--- config.mk ---
export PLATFORM = sky130hd
export DESIGN_NAME = ppzb_regs
export DESIGN_NICKNAME = d
export VERILOG_FILES = /design/src/sv/point_projection_z_buffer_defines.svh /design/src/sv/ppzb_pkg.sv /design/src/sv/ppzb_regs.sv
export SDC_FILE = /design/constraint.sdc
export NUM_CORES = 1
export LEC_CHECK = 0
export BUFFER_PORTS_ARGS = -buffer_cell sky130_fd_sc_hd__buf_2
export CORE_MARGIN = 8
export CORE_UTILIZATION = 45
export CTS_CLUSTER_SIZE = 12
export DETAILED_ROUTE_END_ITERATION = 10
export PLACE_DENSITY = 0.72
export SYNTH_ARGS = -nofsm -noshare
export SYNTH_HDL_FRONTEND = slang
export SYNTH_SLANG_ARGS = --single-unit
--- constraint.sdc ---
create_clock -name clk -period 2.6 [get_ports clk]
set_clock_uncertainty 0.2 [all_clocks]
set_input_delay 0.39 -clock clk [delete_from_list [all_inputs] [get_ports clk]]
set_output_delay 0.39 -clock clk [all_outputs]
set_load 0.05 [all_outputs]
--- src/sv/point_projection_z_buffer_defines.svh ---
// Assertion macros for the point projection z-buffer.
// Used by the controller; expects clk and rst_n in scope.
`ifndef POINT_PROJECTION_Z_BUFFER_DEFINES_SVH
`define POINT_PROJECTION_Z_BUFFER_DEFINES_SVH

// Same-cycle implication.
`define PPZB_ASSERT_IMP(lbl, ante, cons, msg) \
  lbl: assert property (@(posedge clk) disable iff (!rst_n) (ante) |-> (cons)) \
    else $error(msg);

// Next-cycle implication.
`define PPZB_ASSERT_NXT(lbl, ante, cons, msg) \
  lbl: assert property (@(posedge clk) disable iff (!rst_n) (ante) |=> (cons)) \
    else $error(msg);

`endif

--- src/sv/ppzb_pkg.sv ---
// Shared types, constants and the MAC step table of the point projection z-buffer.
// No dependencies.
package ppzb_pkg;

  localparam int IMG_WIDTH_DEF  = 640;
  localparam int IMG_HEIGHT_DEF = 480;

  localparam int CAM_W  = 34;
  localparam int ACC_W  = 56;
  localparam int REM_W  = 50;
  localparam int Q_W    = 10;
  localparam int STEP_W = 5;
  localparam int PADDR_W = 6;

  localparam logic [STEP_W-1:0] CZ_CHECK   = 5'd9;
  localparam logic [STEP_W-1:0] MAC_LAST   = 5'd16;
  localparam logic [STEP_W-1:0] DIV_FIRST  = 5'd0;
  localparam logic [STEP_W-1:0] DIV_X_DONE = 5'd11;
  localparam logic [STEP_W-1:0] DIV_LAST   = 5'd21;

  localparam logic [23:0] DEPTH_EMPTY = 24'hFFFFFF;
  localparam logic [23:0] DEPTH_MAX   = 24'hFFFFFE;

  localparam logic [2:0] REG_ROW_X    = 3'd0;
  localparam logic [2:0] REG_ROW_Y    = 3'd1;
  localparam logic [2:0] REG_ROW_Z    = 3'd2;
  localparam logic [2:0] REG_FOCAL_X  = 3'd3;
  localparam logic [2:0] REG_FOCAL_Y  = 3'd4;
  localparam logic [2:0] REG_CENTER_X = 3'd5;
  localparam logic [2:0] REG_CENTER_Y = 3'd6;

  localparam logic [63:0] ROW_X_RST    = 64'd8192;
  localparam logic [63:0] ROW_Y_RST    = 64'd536870912;
  localparam logic [63:0] ROW_Z_RST    = 64'd35184372088832;
  localparam logic [15:0] FOCAL_X_RST  = 16'd24964;
  localparam logic [15:0] FOCAL_Y_RST  = 16'd24946;
  localparam logic [15:0] CENTER_X_RST = 16'd20512;
  localparam logic [15:0] CENTER_Y_RST = 16'd15365;

  localparam logic [1:0] AX_X = 2'd0;
  localparam logic [1:0] AX_Y = 2'd1;
  localparam logic [1:0] AX_Z = 2'd2;

  typedef enum logic [2:0] {
    DST_NONE, DST_CX, DST_CY, DST_CZ, DST_NX, DST_NY
  } dst_t;

  typedef struct packed {
    logic       proj;
    logic [1:0] row;
    logic [1:0] col;
    logic       axis;
    logic       ctr;
    logic       hi;
    logic       first;
    dst_t       dst;
  } mac_sel_t;

  typedef struct packed {
    logic [63:0] row_x;
    logic [63:0] row_y;
    logic [63:0] row_z;
    logic [15:0] focal_x;
    logic [15:0] focal_y;
    logic [15:0] center_x;
    logic [15:0] center_y;
  } cfg_t;

  typedef struct packed {
    logic              load_in;
    logic              mac_en;
    logic [STEP_W-1:0] step;
    logic              div_init;
    logic              div_axis;
    logic              div_step;
    logic              px_store;
    logic              addr_en;
    logic              mem_rd;
    logic              upd_en;
    logic              out_load;
    logic              clr_en;
  } cmd_t;

  typedef struct packed {
    logic kind;
    logic cz_pos;
    logic num_bad;
    logic in_img;
    logic clr_last;
  } sts_t;

  function automatic mac_sel_t mk_row(input logic [1:0] row, input logic [1:0] col,
                                      input dst_t dst);
    mac_sel_t s;
    s.proj  = 1'b0;
    s.row   = row;
    s.col   = col;
    s.axis  = 1'b0;
    s.ctr   = 1'b0;
    s.hi    = 1'b0;
    s.first = (col == AX_X);
    s.dst   = dst;
    return s;
  endfunction

  function automatic mac_sel_t mk_proj(input logic axis, input logic ctr, input logic hi,
                                       input dst_t dst);
    mac_sel_t s;
    s.proj  = 1'b1;
    s.row   = AX_X;
    s.col   = AX_X;
    s.axis  = axis;
    s.ctr   = ctr;
    s.hi    = hi;
    s.first = !ctr && !hi;
    s.dst   = dst;
    return s;
  endfunction

  // Projection step table: three rows of the transform, then f*c + ctr*z per axis
  function automatic mac_sel_t mac_sel(input logic [STEP_W-1:0] step);
    mac_sel_t s;
    unique case (step)
      5'd0:    s = mk_row(AX_X, AX_X, DST_NONE);
      5'd1:    s = mk_row(AX_X, AX_Y, DST_NONE);
      5'd2:    s = mk_row(AX_X, AX_Z, DST_CX);
      5'd3:    s = mk_row(AX_Y, AX_X, DST_NONE);
      5'd4:    s = mk_row(AX_Y, AX_Y, DST_NONE);
      5'd5:    s = mk_row(AX_Y, AX_Z, DST_CY);
      5'd6:    s = mk_row(AX_Z, AX_X, DST_NONE);
      5'd7:    s = mk_row(AX_Z, AX_Y, DST_NONE);
      5'd8:    s = mk_row(AX_Z, AX_Z, DST_CZ);
      5'd9:    s = mk_proj(1'b0, 1'b0, 1'b0, DST_NONE);
      5'd10:   s = mk_proj(1'b0, 1'b0, 1'b1, DST_NONE);
      5'd11:   s = mk_proj(1'b0, 1'b1, 1'b0, DST_NONE);
      5'd12:   s = mk_proj(1'b0, 1'b1, 1'b1, DST_NX);
      5'd13:   s = mk_proj(1'b1, 1'b0, 1'b0, DST_NONE);
      5'd14:   s = mk_proj(1'b1, 1'b0, 1'b1, DST_NONE);
      5'd15:   s = mk_proj(1'b1, 1'b1, 1'b0, DST_NONE);
      5'd16:   s = mk_proj(1'b1, 1'b1, 1'b1, DST_NY);
      default: s = mk_proj(1'b1, 1'b1, 1'b1, DST_NONE);
    endcase
    return s;
  endfunction

endpackage

--- src/sv/ppzb_regs.sv ---
// Configuration register file with APB-style access.
// Depends on ppzb_pkg.
module ppzb_regs (
  input  logic                        clk,
  input  logic                        rst_n,
  input  logic                        psel,
  input  logic                        penable,
  input  logic                        pwrite,
  input  logic [ppzb_pkg::PADDR_W-1:0] paddr,
  input  logic [63:0]                 pwdata,
  output logic [63:0]                 prdata,
  output ppzb_pkg::cfg_t              cfg
);
  import ppzb_pkg::*;

  cfg_t       cfg_r;
  logic       wr_en;
  logic [2:0] idx;

  assign idx   = paddr[5:3];
  assign wr_en = psel && penable && pwrite;
  assign cfg   = cfg_r;

  always_ff @(posedge clk) begin
    if (!rst_n) begin
      cfg_r.row_x    <= ROW_X_RST;
      cfg_r.row_y    <= ROW_Y_RST;
      cfg_r.row_z    <= ROW_Z_RST;
      cfg_r.focal_x  <= FOCAL_X_RST;
      cfg_r.focal_y  <= FOCAL_Y_RST;
      cfg_r.center_x <= CENTER_X_RST;
      cfg_r.center_y <= CENTER_Y_RST;
    end else if (wr_en) begin
      unique case (idx)
        REG_ROW_X:    cfg_r.row_x    <= pwdata;
        REG_ROW_Y:    cfg_r.row_y    <= pwdata;
        REG_ROW_Z:    cfg_r.row_z    <= pwdata;
        REG_FOCAL_X:  cfg_r.focal_x  <= pwdata[15:0];
        REG_FOCAL_Y:  cfg_r.focal_y  <= pwdata[15:0];
        REG_CENTER_X: cfg_r.center_x <= pwdata[15:0];
        REG_CENTER_Y: cfg_r.center_y <= pwdata[15:0];
        default: ;
      endcase
    end
  end

  always_comb begin
    unique case (idx)
      REG_ROW_X:    prdata = cfg_r.row_x;
      REG_ROW_Y:    prdata = cfg_r.row_y;
      REG_ROW_Z:    prdata = cfg_r.row_z;
      REG_FOCAL_X:  prdata = {48'd0, cfg_r.focal_x};
      REG_FOCAL_Y:  prdata = {48'd0, cfg_r.focal_y};
      REG_CENTER_X: prdata = {48'd0, cfg_r.center_x};
      REG_CENTER_Y: prdata = {48'd0, cfg_r.center_y};
      default:      prdata = '0;
    endcase
  end

endmodule

# == Yosys cells after proc, flatten, opt, wreduce, memory -nomap -nowiden ==
# Index checks and enable logic that the tools add are counted.
# word_totals
register_bits,256
latch_bits,0
mem_bits_rw,0
rom_bits,0
in_bits,75
out_inout_bits,320
elab_cells,24
n_memories,0
# classes
n_addsub,0
mul,0
div,0
order_cmp,0
n_eq_ne,6
n_shift,0
mux,1
bitwise_logic,0
reduce_logical,10
# op_table
op,n
64-bit one-hot mux with 7 select lines,1
2-bit AND reduction,7
"3-bit == test, second input constant",3
"3-bit by 2-bit == test with 1-bit output, second input constant",2
"3-bit by 1-bit == test with 1-bit output, second input constant",1
3-bit logical NOT,1
1-bit logical AND,2

# == Longest topological paths before layout ==
# logic_depth
depth_word,3
mapped_depth,6

# == Worst setup path before layout ==
# Ideal clock, no wire load.
# synth_timing
path_kind,in2out
startpoint,input paddr[3] (netlist name)
endpoint,output prdata[12]
arrival_ns,1.976
path_slack_ns,0.034
cell_stages,6
n_path_buf,3
path_cell_list,buf_2 > inv_1 > buf_2 > buf_1 > a22oi_1 > a21oi_1
# synth_via
elab_chain_len,2
elab_cells_between_ends,8
# synth_rtl
item,line,rtl
from (decl),ppzb_regs.sv:9,"input logic [ppzb_pkg::PADDR_W-1:0] paddr,"
"3-bit == test, or another cell as far along",ppzb_regs.sv:48,unique case (idx)
64-bit one-hot mux with 7 select lines (*),ppzb_regs.sv:48,
to (decl),ppzb_regs.sv:11,"output logic [63:0] prdata,"
# Mark *: on every way between the ends. The rest lies on a longest branch, timed or not.

# == Worst setup path after layout ==
# layout_timing
startpoint,input paddr[4] (netlist name)
endpoint,output prdata[13]
# The elaborated chain is that of the path after synthesis.

==> parameters.txt <==
Parameter                              Value

Logic synthesis
  Share of the synthesized area in the top cell type    0.4419
  Cell count after synthesis    1199
  Netlist area before placement    between 10000 and 15000 um^2
  Area leader, netlist    dfxtp_1
  Portion of the post-synthesis area used by sequential elements    0.4419
  Number of storage elements in the synthesis netlist    256
  Post-synth EDFFs    0
  Count of warnings emitted by yosys    0
  Dominant synthesized flop cell    dfxtp_1
  Proportion of register bits with asynchronous set or reset after synthesis    0
  Synth top cells by count    nand2_1 (297), dfxtp_1 (256), mux2i_1 (245)
  Synthesized netlist net count    1274
  Leading cell type by number of instances after synthesis    nand2_1
  Mean post-synth cell area    9.673 um^2
  Count of unique library cells instantiated by Yosys    34
  Main area contributors after synthesis    dfxtp_1 (44%), mux2i_1 (21%), nand2_1 (9.6%)

Setup path
  Crit Reg-Reg Endpoint    cfg[40]
  Critical Path Start    paddr[4]
  Reg-to-reg startpoint    cfg[40]
  Worst reg-to-reg setup slack    1620 ps
  Type of element capturing the critical path    output pin
  CP Class    in2out
  Critical path required time    2010 ps
  CP Launch Type    input pin
  Critical Path AT    1930 ps
  Peak fanout along the critical path    31
  Critical path capture point    prdata[13]
  Path depth of the worst reg2reg path    3

Finish
  Area of the multi-input gates    approximately 5900 um^2
  Signed area change from the synthesized netlist to the final layout    33.21%
  Layout net count    1709
  Cell area after layout    15450 um^2
  Largest register FFs    256
  Final Non-Filler Cells    1977
  Layout filler cell count    2103
  Ratio of cells with drive above 1 in the final layout    0.3410
  Total area of sequential cells    5125 um^2

Floorplan
  Effective utilization at floorplan    0.4592
  Number of top-level pins    395
  Area of the die    31160 um^2
  Placeable core region    25250 um^2
  Die width    176.5 um
  Placement Rows    58
  Die extent in y    ~180 um

Power and ir drop
  Reported leakage power    roughly 7 nW
  Combinational Power Share    0.106
  Switching Power    2.080 mW
  Sw frac    0.2478
  Total power divided by cell area    between 500 and 600 nW/um^2
  Register share of total power    0.474
  Clock power frac    0.420
  Internal power component    6.315 mW
  Worst supply voltage drop on vdd    0.0004514 V
  Design Power    between 8 and 9 mW

Placement
  Inst Count DP    1877
  Final estimated routing congestion in global placement    0.8615
  Post-placement cell area    14070 um^2
  Half-perimeter wire length after detailed placement    28630 um
  IO buf count    roughly 390

STA
  Fmax    a little under 400 MHz
  Hold Worst Slack    28.29 ps
  Summed negative setup slack over all endpoints    0 ps
  Tmin final    2519 ps
  Post-route clock period utilization    0.9688
  Max-slew headroom    0.6052
  Unrepaired setup endpoints after global routing    no
  Fin. max-slew vios    0
  Final number of setup-violating endpoints    0
  Number of endpoints with negative hold slack in the final report    0
  Slew of the pin with the lowest slew margin    589.1 ps

Global route
  Grt total ovfl    0
  Wire length of the first global-routing pass    61690 um
  Antenna violations before repair    2
  Aggregate global-route resource usage    0.2427
  Maximum number of pins on one net before global-route repair    84
  Vias in the first global route    ~11000

Drt
  Number of search-and-repair iterations in the first detailed-routing pass    5
  Remaining routing DRC violations    0
  Total wire length    around 40000 um
  Top routing layer used    met5
  Final routed wire length divided by cell count    20.28 um
  Met2 layer wire length in the routed design    19110 um
  1st-iter DRT viols    692
  Wire length on met1    16210 um
  DR vias    10830
  Number of nets with antenna violations after routing    0
  Met3 Routed Length    between 3000 and 4000 um
  Vias per cell    5.476

Run status
  Outcome    complete, no violations

Clock network
  Clock latency reported for the late side of the worst-skew pair    roughly 520 ps
  Root Buffer Master    clkbuf_16
  Htree depth    1
  Clock tree from TritonCTS    done
  Number of sinks handled by clock tree synthesis    256
  Clk slew on worst S/H paths    60 ps
  Max clock buf depth    3
  Number of buffers created by CTS    26
  Setup repair bufs after CTS    0

Min path
  Worst min-delay path class    in2reg

Flow run
  Number of violations of the max-capacitance limit    0
area by class of cell:
cell class,instances,share of cell area
repair buffers,508,0.2079
inverters,14,0.003402
flip-flops and latches,256,0.3317
clock buffers,37,0.04811
well taps,330,0.02673
diodes,2,0.0003240
multi-input cells,828,0.3795
clock inverters,2,0.002268
critical path, cell delays in order:
cell and delay [ps]:
buf_6 310, buf_4 310, mux2i_1 220, o2bb2ai_1 110, a221o_1 320, buf_2 230
cells by family (layout without fill, tap and decap cells):
| group | Yosys count | after routing | share of synthesized area |
|---|---|---|---|
| muxes | 315 | 315 | 0.2853 |
| other | 0 | 2 | 0 |
| and+or+nand+nor | 387 | 387 | 0.1372 |
| DFF | 256 | 256 | 0.4419 |
| AOI/OAI and AO/OA | 126 | 126 | 0.08189 |
| buffers and inverters | 115 | 561 | 0.05373 |
how the worst min path moves through the flow:
| stage | startpoint | cells past startpoint | to | slack [ps] |
|---|---|---|---|---|
| finish | pwdata[46] | 3 | cfg[110] | 30 |
| global route | pwdata[46] | 3 | cfg[110] | 30 |
| CTS | pwdata[28] | 3 | cfg[156] | 5 |
| detailed placement | cfg[232] | 2 | cfg[232] | 260 |
| global placement | cfg[26] | 2 | cfg[26] | 250 |
| floorplan | pwdata[5] | 2 | cfg[21] | 340 |
cell usage in the layout, fill, tap and decap left out, drive strengths merged:
master | Yosys | layout
buf | 57 | 449
nand2 | 299 | 299
dfxtp | 256 | 256
mux2i | 245 | 245
mux2 | 64 | 64
dlygate4sd3 | 0 | 59
nor2 | 58 | 58
a22oi | 54 | 54
clkbuf | 44 | 37
o21ai | 14 | 14
inv | 14 | 14
a21oi | 12 | 12
o211ai | 11 | 11
o2bb2ai | 10 | 10
a32o | 10 | 10
a221o | 10 | 10
nor2b | 9 | 9
nand3 | 9 | 9
mux4 | 6 | 6
nand2b | 5 | 5
o311ai | 5 | 5
diode | 0 | 2
and2 | 2 | 2
nor3 | 2 | 2
nand4b | 1 | 1
nand4 | 1 | 1
and4 | 1 | 1
bufinv | 0 | 1
clkinv | 0 | 1
repair_timing:
item                                   4_1_cts  5_1_grt
endpoints found under the hold margin      153        0
gates resized for setup                      1        0
setup endpoints to repair                    2        0
hold buffers                                59        0
per-layer routing:
metal  vias up  GRT usage
li1       5018          -
met1      5180     0.2915
met2       535     0.4165
met3        91    0.06153
met4         2    0.08056
met5         -          0
per-stage QoR:
stage,setup WS [ps],utilization
final,81.03,0.6117
after floorplan,34.36,-
after global placement,-11.36,0.5572
after detailed placement,-26.13,0.5572
after global routing,5.687,0.6116
after CTS,104.4,0.6115
power by group through the flow:
stage | Sequential (mW) | Clock (mW) | Combinational [mW]
CTS | 3.98 | 3.60 | 0.882
floorplan | 4.17 | 0 | 0.420
global placement | 4.07 | 0 | 0.798
global route | 3.98 | 3.75 | 0.938
finish | 3.98 | 3.53 | 0.887
detailed placement | 4.07 | 0 | 0.808
(Power assumes the default switching activity.)
