==> src/sv/point_projection_z_buffer_defines.svh <==
// Assertion macros for the point projection z-buffer.
// Used by the controller; expects clk and rst_n in scope.
`ifndef POINT_PROJECTION_Z_BUFFER_DEFINES_SVH
`define POINT_PROJECTION_Z_BUFFER_DEFINES_SVH

// Same-cycle implication.
`define PPZB_ASSERT_IMP(lbl, ante, cons, msg) \
  lbl: assert property (@(posedge clk) disable iff (!rst_n) (ante) |-> (cons)) \
    else $error(msg);

// Next-cycle implication.
`define PPZB_ASSERT_NXT(lbl, ante, cons, msg) \
  lbl: assert property (@(posedge clk) disable iff (!rst_n) (ante) |=> (cons)) \
    else $error(msg);

`endif

==> src/sv/ppzb_pkg.sv <==
// Shared types, constants and the MAC step table of the point projection z-buffer.
// No dependencies.
package ppzb_pkg;

  localparam int IMG_WIDTH_DEF  = 640;
  localparam int IMG_HEIGHT_DEF = 480;

  localparam int CAM_W  = 34;
  localparam int ACC_W  = 56;
  localparam int REM_W  = 50;
  localparam int Q_W    = 10;
  localparam int STEP_W = 5;
  localparam int PADDR_W = 6;

  localparam logic [STEP_W-1:0] CZ_CHECK   = 5'd9;
  localparam logic [STEP_W-1:0] MAC_LAST   = 5'd16;
  localparam logic [STEP_W-1:0] DIV_FIRST  = 5'd0;
  localparam logic [STEP_W-1:0] DIV_X_DONE = 5'd11;
  localparam logic [STEP_W-1:0] DIV_LAST   = 5'd21;

  localparam logic [23:0] DEPTH_EMPTY = 24'hFFFFFF;
  localparam logic [23:0] DEPTH_MAX   = 24'hFFFFFE;

  localparam logic [2:0] REG_ROW_X    = 3'd0;
  localparam logic [2:0] REG_ROW_Y    = 3'd1;
  localparam logic [2:0] REG_ROW_Z    = 3'd2;
  localparam logic [2:0] REG_FOCAL_X  = 3'd3;
  localparam logic [2:0] REG_FOCAL_Y  = 3'd4;
  localparam logic [2:0] REG_CENTER_X = 3'd5;
  localparam logic [2:0] REG_CENTER_Y = 3'd6;

  localparam logic [63:0] ROW_X_RST    = 64'd8192;
  localparam logic [63:0] ROW_Y_RST    = 64'd536870912;
  localparam logic [63:0] ROW_Z_RST    = 64'd35184372088832;
  localparam logic [15:0] FOCAL_X_RST  = 16'd24964;
  localparam logic [15:0] FOCAL_Y_RST  = 16'd24946;
  localparam logic [15:0] CENTER_X_RST = 16'd20512;
  localparam logic [15:0] CENTER_Y_RST = 16'd15365;

  localparam logic [1:0] AX_X = 2'd0;
  localparam logic [1:0] AX_Y = 2'd1;
  localparam logic [1:0] AX_Z = 2'd2;

  typedef enum logic [2:0] {
    DST_NONE, DST_CX, DST_CY, DST_CZ, DST_NX, DST_NY
  } dst_t;

  typedef struct packed {
    logic       proj;
    logic [1:0] row;
    logic [1:0] col;
    logic       axis;
    logic       ctr;
    logic       hi;
    logic       first;
    dst_t       dst;
  } mac_sel_t;

  typedef struct packed {
    logic [63:0] row_x;
    logic [63:0] row_y;
    logic [63:0] row_z;
    logic [15:0] focal_x;
    logic [15:0] focal_y;
    logic [15:0] center_x;
    logic [15:0] center_y;
  } cfg_t;

  typedef struct packed {
    logic              load_in;
    logic              mac_en;
    logic [STEP_W-1:0] step;
    logic              div_init;
    logic              div_axis;
    logic              div_step;
    logic              px_store;
    logic              addr_en;
    logic              mem_rd;
    logic              upd_en;
    logic              out_load;
    logic              clr_en;
  } cmd_t;

  typedef struct packed {
    logic kind;
    logic cz_pos;
    logic num_bad;
    logic in_img;
    logic clr_last;
  } sts_t;

  function automatic mac_sel_t mk_row(input logic [1:0] row, input logic [1:0] col,
                                      input dst_t dst);
    mac_sel_t s;
    s.proj  = 1'b0;
    s.row   = row;
    s.col   = col;
    s.axis  = 1'b0;
    s.ctr   = 1'b0;
    s.hi    = 1'b0;
    s.first = (col == AX_X);
    s.dst   = dst;
    return s;
  endfunction

  function automatic mac_sel_t mk_proj(input logic axis, input logic ctr, input logic hi,
                                       input dst_t dst);
    mac_sel_t s;
    s.proj  = 1'b1;
    s.row   = AX_X;
    s.col   = AX_X;
    s.axis  = axis;
    s.ctr   = ctr;
    s.hi    = hi;
    s.first = !ctr && !hi;
    s.dst   = dst;
    return s;
  endfunction

  // Projection step table: three rows of the transform, then f*c + ctr*z per axis
  function automatic mac_sel_t mac_sel(input logic [STEP_W-1:0] step);
    mac_sel_t s;
    unique case (step)
      5'd0:    s = mk_row(AX_X, AX_X, DST_NONE);
      5'd1:    s = mk_row(AX_X, AX_Y, DST_NONE);
      5'd2:    s = mk_row(AX_X, AX_Z, DST_CX);
      5'd3:    s = mk_row(AX_Y, AX_X, DST_NONE);
      5'd4:    s = mk_row(AX_Y, AX_Y, DST_NONE);
      5'd5:    s = mk_row(AX_Y, AX_Z, DST_CY);
      5'd6:    s = mk_row(AX_Z, AX_X, DST_NONE);
      5'd7:    s = mk_row(AX_Z, AX_Y, DST_NONE);
      5'd8:    s = mk_row(AX_Z, AX_Z, DST_CZ);
      5'd9:    s = mk_proj(1'b0, 1'b0, 1'b0, DST_NONE);
      5'd10:   s = mk_proj(1'b0, 1'b0, 1'b1, DST_NONE);
      5'd11:   s = mk_proj(1'b0, 1'b1, 1'b0, DST_NONE);
      5'd12:   s = mk_proj(1'b0, 1'b1, 1'b1, DST_NX);
      5'd13:   s = mk_proj(1'b1, 1'b0, 1'b0, DST_NONE);
      5'd14:   s = mk_proj(1'b1, 1'b0, 1'b1, DST_NONE);
      5'd15:   s = mk_proj(1'b1, 1'b1, 1'b0, DST_NONE);
      5'd16:   s = mk_proj(1'b1, 1'b1, 1'b1, DST_NY);
      default: s = mk_proj(1'b1, 1'b1, 1'b1, DST_NONE);
    endcase
    return s;
  endfunction

endpackage

==> src/sv/ppzb_ctrl.sv <==
// Controller: sequences clearing, transform, division and the memory update per request.
// Depends on ppzb_pkg and point_projection_z_buffer_defines.svh.
module ppzb_ctrl (
  input  logic           clk,
  input  logic           rst_n,
  input  logic           in_valid,
  input  logic           in_kind,
  output logic           in_stall,
  output logic           out_valid,
  input  logic           out_stall,
  input  ppzb_pkg::sts_t sts,
  output ppzb_pkg::cmd_t cmd
);
  import ppzb_pkg::*;
  `include "point_projection_z_buffer_defines.svh"

  typedef enum logic [7:0] {
    S_CLEAR  = 8'b0000_0001,
    S_IDLE   = 8'b0000_0010,
    S_XFORM  = 8'b0000_0100,
    S_DIV    = 8'b0000_1000,
    S_ADDR   = 8'b0001_0000,
    S_READ   = 8'b0010_0000,
    S_UPDATE = 8'b0100_0000,
    S_RESULT = 8'b1000_0000
  } state_t;

  state_t            state_r, state_nxt;
  logic [STEP_W-1:0] step_r, step_nxt;
  logic              out_valid_r, out_valid_nxt;
  logic              accept;

  assign in_stall  = (state_r != S_IDLE);
  assign out_valid = out_valid_r;
  assign accept    = in_valid && !in_stall;

  always_comb begin
    cmd           = '0;
    cmd.step      = step_r;
    state_nxt     = state_r;
    step_nxt      = step_r;
    out_valid_nxt = out_valid_r && out_stall;
    unique case (state_r)
      S_CLEAR: begin
        cmd.clr_en = 1'b1;
        if (sts.clr_last) begin
          state_nxt = S_IDLE;
        end
      end
      S_IDLE: begin
        step_nxt = '0;
        if (accept) begin
          cmd.load_in = 1'b1;
          state_nxt   = in_kind ? S_ADDR : S_XFORM;
        end
      end
      S_XFORM: begin
        if (step_r == CZ_CHECK && !sts.cz_pos) begin
          state_nxt = S_IDLE;
        end else begin
          cmd.mac_en = 1'b1;
          if (step_r == MAC_LAST) begin
            state_nxt = S_DIV;
            step_nxt  = '0;
          end else begin
            step_nxt = step_r + 1'b1;
          end
        end
      end
      S_DIV: begin
        if (step_r == DIV_FIRST && sts.num_bad) begin
          state_nxt = S_IDLE;
        end else begin
          if (step_r == DIV_FIRST) begin
            cmd.div_init = 1'b1;
          end else if (step_r == DIV_X_DONE) begin
            cmd.px_store = 1'b1;
            cmd.div_init = 1'b1;
            cmd.div_axis = 1'b1;
          end else begin
            cmd.div_step = 1'b1;
          end
          if (step_r == DIV_LAST) begin
            state_nxt = S_ADDR;
            step_nxt  = '0;
          end else begin
            step_nxt = step_r + 1'b1;
          end
        end
      end
      S_ADDR: begin
        cmd.addr_en = 1'b1;
        if (sts.in_img) begin
          state_nxt = S_READ;
        end else begin
          state_nxt = sts.kind ? S_RESULT : S_IDLE;
        end
      end
      S_READ: begin
        cmd.mem_rd = 1'b1;
        state_nxt  = S_UPDATE;
      end
      S_UPDATE: begin
        cmd.upd_en = 1'b1;
        state_nxt  = sts.kind ? S_RESULT : S_IDLE;
      end
      S_RESULT: begin
        if (!out_valid_r || !out_stall) begin
          cmd.out_load  = 1'b1;
          out_valid_nxt = 1'b1;
          state_nxt     = S_IDLE;
        end
      end
      default: state_nxt = S_CLEAR;
    endcase
  end

  always_ff @(posedge clk) begin
    if (!rst_n) begin
      state_r     <= S_CLEAR;
      step_r      <= '0;
      out_valid_r <= 1'b0;
    end else begin
      state_r     <= state_nxt;
      step_r      <= step_nxt;
      out_valid_r <= out_valid_nxt;
    end
  end

  `PPZB_ASSERT_IMP(a_no_overwrite, cmd.out_load, !(out_valid_r && out_stall), "result overwritten while stalled")
  `PPZB_ASSERT_NXT(a_leave_idle, accept, state_r != S_IDLE, "accepted request left controller idle")
  `PPZB_ASSERT_IMP(a_clear_blocks, state_r == S_CLEAR, in_stall && !cmd.mem_rd, "request taken during clear")
  `PPZB_ASSERT_IMP(a_state_onehot, 1'b1, $onehot(state_r), "state not one-hot")

endmodule

==> config.mk <==
export PLATFORM = sky130hd
export DESIGN_NAME = ppzb_ctrl
export DESIGN_NICKNAME = d
export VERILOG_FILES = /design/src/sv/ppzb_pkg.sv /design/src/sv/ppzb_ctrl.sv
export VERILOG_INCLUDE_DIRS = /design/src /design/src/sv
export SDC_FILE = /design/constraint.sdc
export NUM_CORES = 1
export LEC_CHECK = 0
export BUFFER_PORTS_ARGS = -buffer_cell sky130_fd_sc_hd__buf_2
export CORE_ASPECT_RATIO = 0.7
export CORE_MARGIN = 5
export CORE_UTILIZATION = 40
export CTS_CLUSTER_DIAMETER = 120
export DETAILED_ROUTE_END_ITERATION = 8
export HOLD_SLACK_MARGIN = 0.02
export SYNTH_ARGS = -nofsm -noshare
export SYNTH_HDL_FRONTEND = slang
export SYNTH_SLANG_ARGS = --single-unit
==> constraint.sdc <==
create_clock -name clk -period 6 [get_ports clk]
set_input_delay 0.6 -clock clk [delete_from_list [all_inputs] [get_ports clk]]
set_output_delay 0.6 -clock clk [all_outputs]
set_load 0.005 [all_outputs]
-- Word level (Yosys, flattened, before mapping)
Index checks and enable logic that the tools add are counted.
- add/sub/neg operators: 1
- $mul: 0
- divide/modulo/power cells: 0
- magnitude comparators: 0
- eq/ne operators: 20
- shift-type cells: 0
- multiplexer cells: 35
- bitwise gates (word level): 0
- reductions and logical operators: 13
- operators with widths (kind ; number):
    8-bit 2-to-1 mux ; 9
    8-bit one-hot mux with 8 select lines ; 1
    5-bit 2-to-1 mux ; 5
    1-bit 2-to-1 mux ; 15
    5-bit one-hot mux with 3 select lines ; 1
    5-bit by 4-bit equality test with 1-bit output, second input constant ; 2
    5-bit equality test, second input constant ; 2
    2-bit inequality test, second input constant ; 5
    8-bit by 1-bit equality test with 1-bit output, second input constant ; 1
    8-bit by 2-bit equality test with 1-bit output, second input constant ; 1
    8-bit by 3-bit equality test with 1-bit output, second input constant ; 1
    8-bit by 4-bit equality test with 1-bit output, second input constant ; 1
    8-bit by 5-bit equality test with 1-bit output, second input constant ; 1
    8-bit by 6-bit equality test with 1-bit output, second input constant ; 1
    8-bit by 7-bit equality test with 1-bit output, second input constant ; 1
    8-bit equality test, second input constant ; 1
    4-bit 2-to-1 mux ; 2
    8-bit by 2-bit inequality test with 1-bit output, second input constant ; 1
    3-bit inequality test, second input constant ; 2
    5-bit by 1-bit adder with 5-bit output, second input constant ; 1
    5-bit logical NOT ; 1
    5-bit AND reduction ; 1
    1-bit logical AND ; 4
    1-bit logical NOT ; 4
    5 further kinds ; 5
- bits in registers: 14
- latch bits: 0
- memory bits (writable): 0
- ROM bits: 0
- input port bits: 10
- logic and storage cells: 72
- memories kept: 0

-- Longest topological paths before layout
- word-level depth: 5
- mapped depth: 7

-- Worst setup path before layout
No wires, ideal clock.
- path type: flip-flop to output port
- start: register state_r[7]
- end: output port cmd[7] (netlist name)
- arrival time: 1.819 ns
- required time: 5.400 ns
- slack: 3.581 ns
- stages on the path, launching flop included: 7
- path buffers: 2
- path through: dfxtp_1 -> buf_4 -> or4_4 -> nor3_4 -> nand2_1 -> nor4_1 -> buf_4
- RTL lines (what ; RTL line ; source):
    start, declared ; ppzb_ctrl.sv:28 ; state_t state_r, state_nxt;
    start signal, assigned ; ppzb_ctrl.sv:124 ; state_r <= state_nxt;
    end, declared ; ppzb_ctrl.sv:12 ; output ppzb_pkg::cmd_t cmd

==> results.txt <==
CTS root buffer = clkbuf_8
Clk buf depth = 2
Vias in the first global route = 996
Max Cap Violations = 0
PostCTS Resize Cnt = 0
Pin count of the biggest net entering global routing = 12
Diodes inserted = 0
Worst-skew pair later-pin latency = 0.26 ns
Total Routed Length = 2.834 mm
CP endpoint kind = primary output
Syn Inst Count = 137
Final-report setup violation count = 0
Commonest non-fill, non-tap cell in the layout = buf_2
Gp weighted congestion = 0.7990
FF+latch count, synth = 14
Synthesized Nets = 150
WP data arrival = 2.11 ns
Clock transition at path regs = 0.06 ns
Num CTS Buffers = 3
DRT antenna net count = 0
DRT Pass-1 Iters = 5
Post-synth EDFFs = 0
Worst relative slew slack = 64.82%
Synth warnings = 0
Tot GR Track Use = 16.92%
CTS Hold Bufs = 0
H-tree levels = 1
Leak pwr = 0.0005256 uW
Die Area = 0.003806 sq mm
Fin Clk Skew = 0.007491 ns
CTS tree = done
Number of DRC markers in iteration 0 = 134
Tmin final = 2.708 ns
Worst-Margin Slew = 0.5203 ns
DP Wirelength = 2.184 mm
Post-synth cell types = 48
CP Class = flip-flop to primary output
Wire per inst = 14.76 um
Post-route setup TNS = 0 ns
Starting density of the core = 42.61%
Post-synth top area share = 26.35%
CP startpoint kind = flip-flop
Layout area overhead = 16.94%
Final slew viol count = 0
Port Buffers = 27
Min-delay src = out_valid
Commonest non-fill, non-tap cells in the layout = buf_2, nor2_1, dfxtp_1, nand2_1, a21oi_1
VDD IR max = 0.1974 mV
Cell area power density = 279.2 mW/mm^2
Rows = 15
Vias per cell = 5.760
Num ports = 28
Predominant post-synthesis flop cell = dfxtp_1
Total gr overflow = 0
Worst Setup SP = state_r[7]
Area of the core = 0.002496 sq mm
Status = finished clean
Final nets = 172
Chip Height = 53.14 um
Max Freq = 0.3693 GHz
Avg Synthesized Cell Area = 7.763 sq um
Crit share post-route = 45.13%
Syn Std Cell Area = 0.001064 sq mm
Async SR Flop Fraction = 0%
Hold WC Path Type = flip-flop to flip-flop
CTS Sinks = 14
Unrepaired setup endpoints after global routing = no
Final core occ = 49.82%
Area contributors post-synth = dfxtp_1, nor2_1, nand2_1
Area leader, netlist = dfxtp_1
DRC viols = 0
Setup Buffers After CTS = 0
First-pass GRT wire length = 4.926 mm
Seq/Total Area, Yosys = 26.35%
CP max FO = 9
Initial antenna violation count = 0
Critical path required time = 5.40 ns
Vias = 1106
RR Startpoint = step_r[0]
Final hold vios = 0
Die X = 71.63 um
Share of cells above drive strength 1 = 25.32%
==> path summary, 6_finish.rpt <==
path	slack [ns]	to	depth (start not counted)
worst min-delay path	0.55	out_valid	2
worst max-delay path	3.29	cmd[7]	5
worst min register to register	0.55	out_valid	2
worst max register to register	3.82	state_r[3]	7
==> metrics by stage <==
step                      worst slack, ns  hold slack [ns]  cells  cell area (sq um)  power, uW
final                               3.292           0.5549    192               1244      347.2
after global routing                3.052           0.6105    192               1244      372.7
after CTS                           3.291           0.5565    192               1244      348.0
after detailed placement            3.578           0.5402    188               1189      250.3
after global placement              3.637           0.5391    188               1189      249.8
after floorplan                     3.581           0.5115    137               1064      222.1
==> where the power goes <==
group	total (uW)	switching (uW)	leakage, uW	internal (uW)
clock	97.2	38.9	0.0000288	58.3
combinational	127	70.2	0.000384	57.1
sequential	123	22.1	0.000113	101
==> cell families (layout without fill, tap and decap cells) <==
kind of cell	after synthesis	in the layout	synth area share, %
mux	1	1	0.9412
simple gates	67	67	36.47
buf+inv	15	36	6.706
fa+ha+maj	3	3	3.530
xor+xnor	4	4	3.295
flops	14	14	26.35
compound gates	33	33	22.71
==> layer usage <==
layer	track usage (%)	vias to the layer above	routed length (um)	share of wire, %
met4	4.375	0	29	1.0
met3	5.313	4	253	8.9
met5	0	-	0	0
met1	24.60	496	1390	49
li1	-	550	-	-
met2	23.63	56	1162	41
==> cell usage after synthesis (2+ instances only) <==
| cell | instances |
|---|---|
| nand3_1 | 5 |
| and3_1 | 4 |
| buf_4 | 2 |
| a22o_1 | 3 |
| nand2_1 | 13 |
| clkbuf_1 | 7 |
| dfxtp_1 | 14 |
| and2_1 | 2 |
| nor2_1 | 14 |
| nand4b_1 | 2 |
| nor2b_1 | 2 |
| xnor2_1 | 3 |
| o21ai_0 | 4 |
| ha_1 | 3 |
| nand3b_1 | 2 |
| inv_1 | 5 |
| a32o_1 | 3 |
| a21o_2 | 2 |
| nor3_1 | 8 |
| nor4b_1 | 2 |
| nand4_1 | 2 |
| a21oi_1 | 9 |
==> worst max-delay path, cell delays in order (launching register included) <==
cell	delay, ns
dfxtp_1	0.42
or4_4	0.55
nor3_4	0.26
nand2_1	0.16
nor4_1	0.29
buf_2	0.17
==> area by class of cell <==
cell class | count | area [sq um]
tap | 34 | 42.54
timing repair buffer | 27 | 135.1
fill | 245 | 1252
inverter | 5 | 18.77
sequential | 14 | 280.3
clock buffer | 4 | 55.05
multi-input combinational | 108 | 711.9
==> registers in the layout, summed over array words and instances (netlist names) <==
signal / flops
out_valid: 1
state_r: 8
step_r: 5
(Power assumes the default switching activity.)
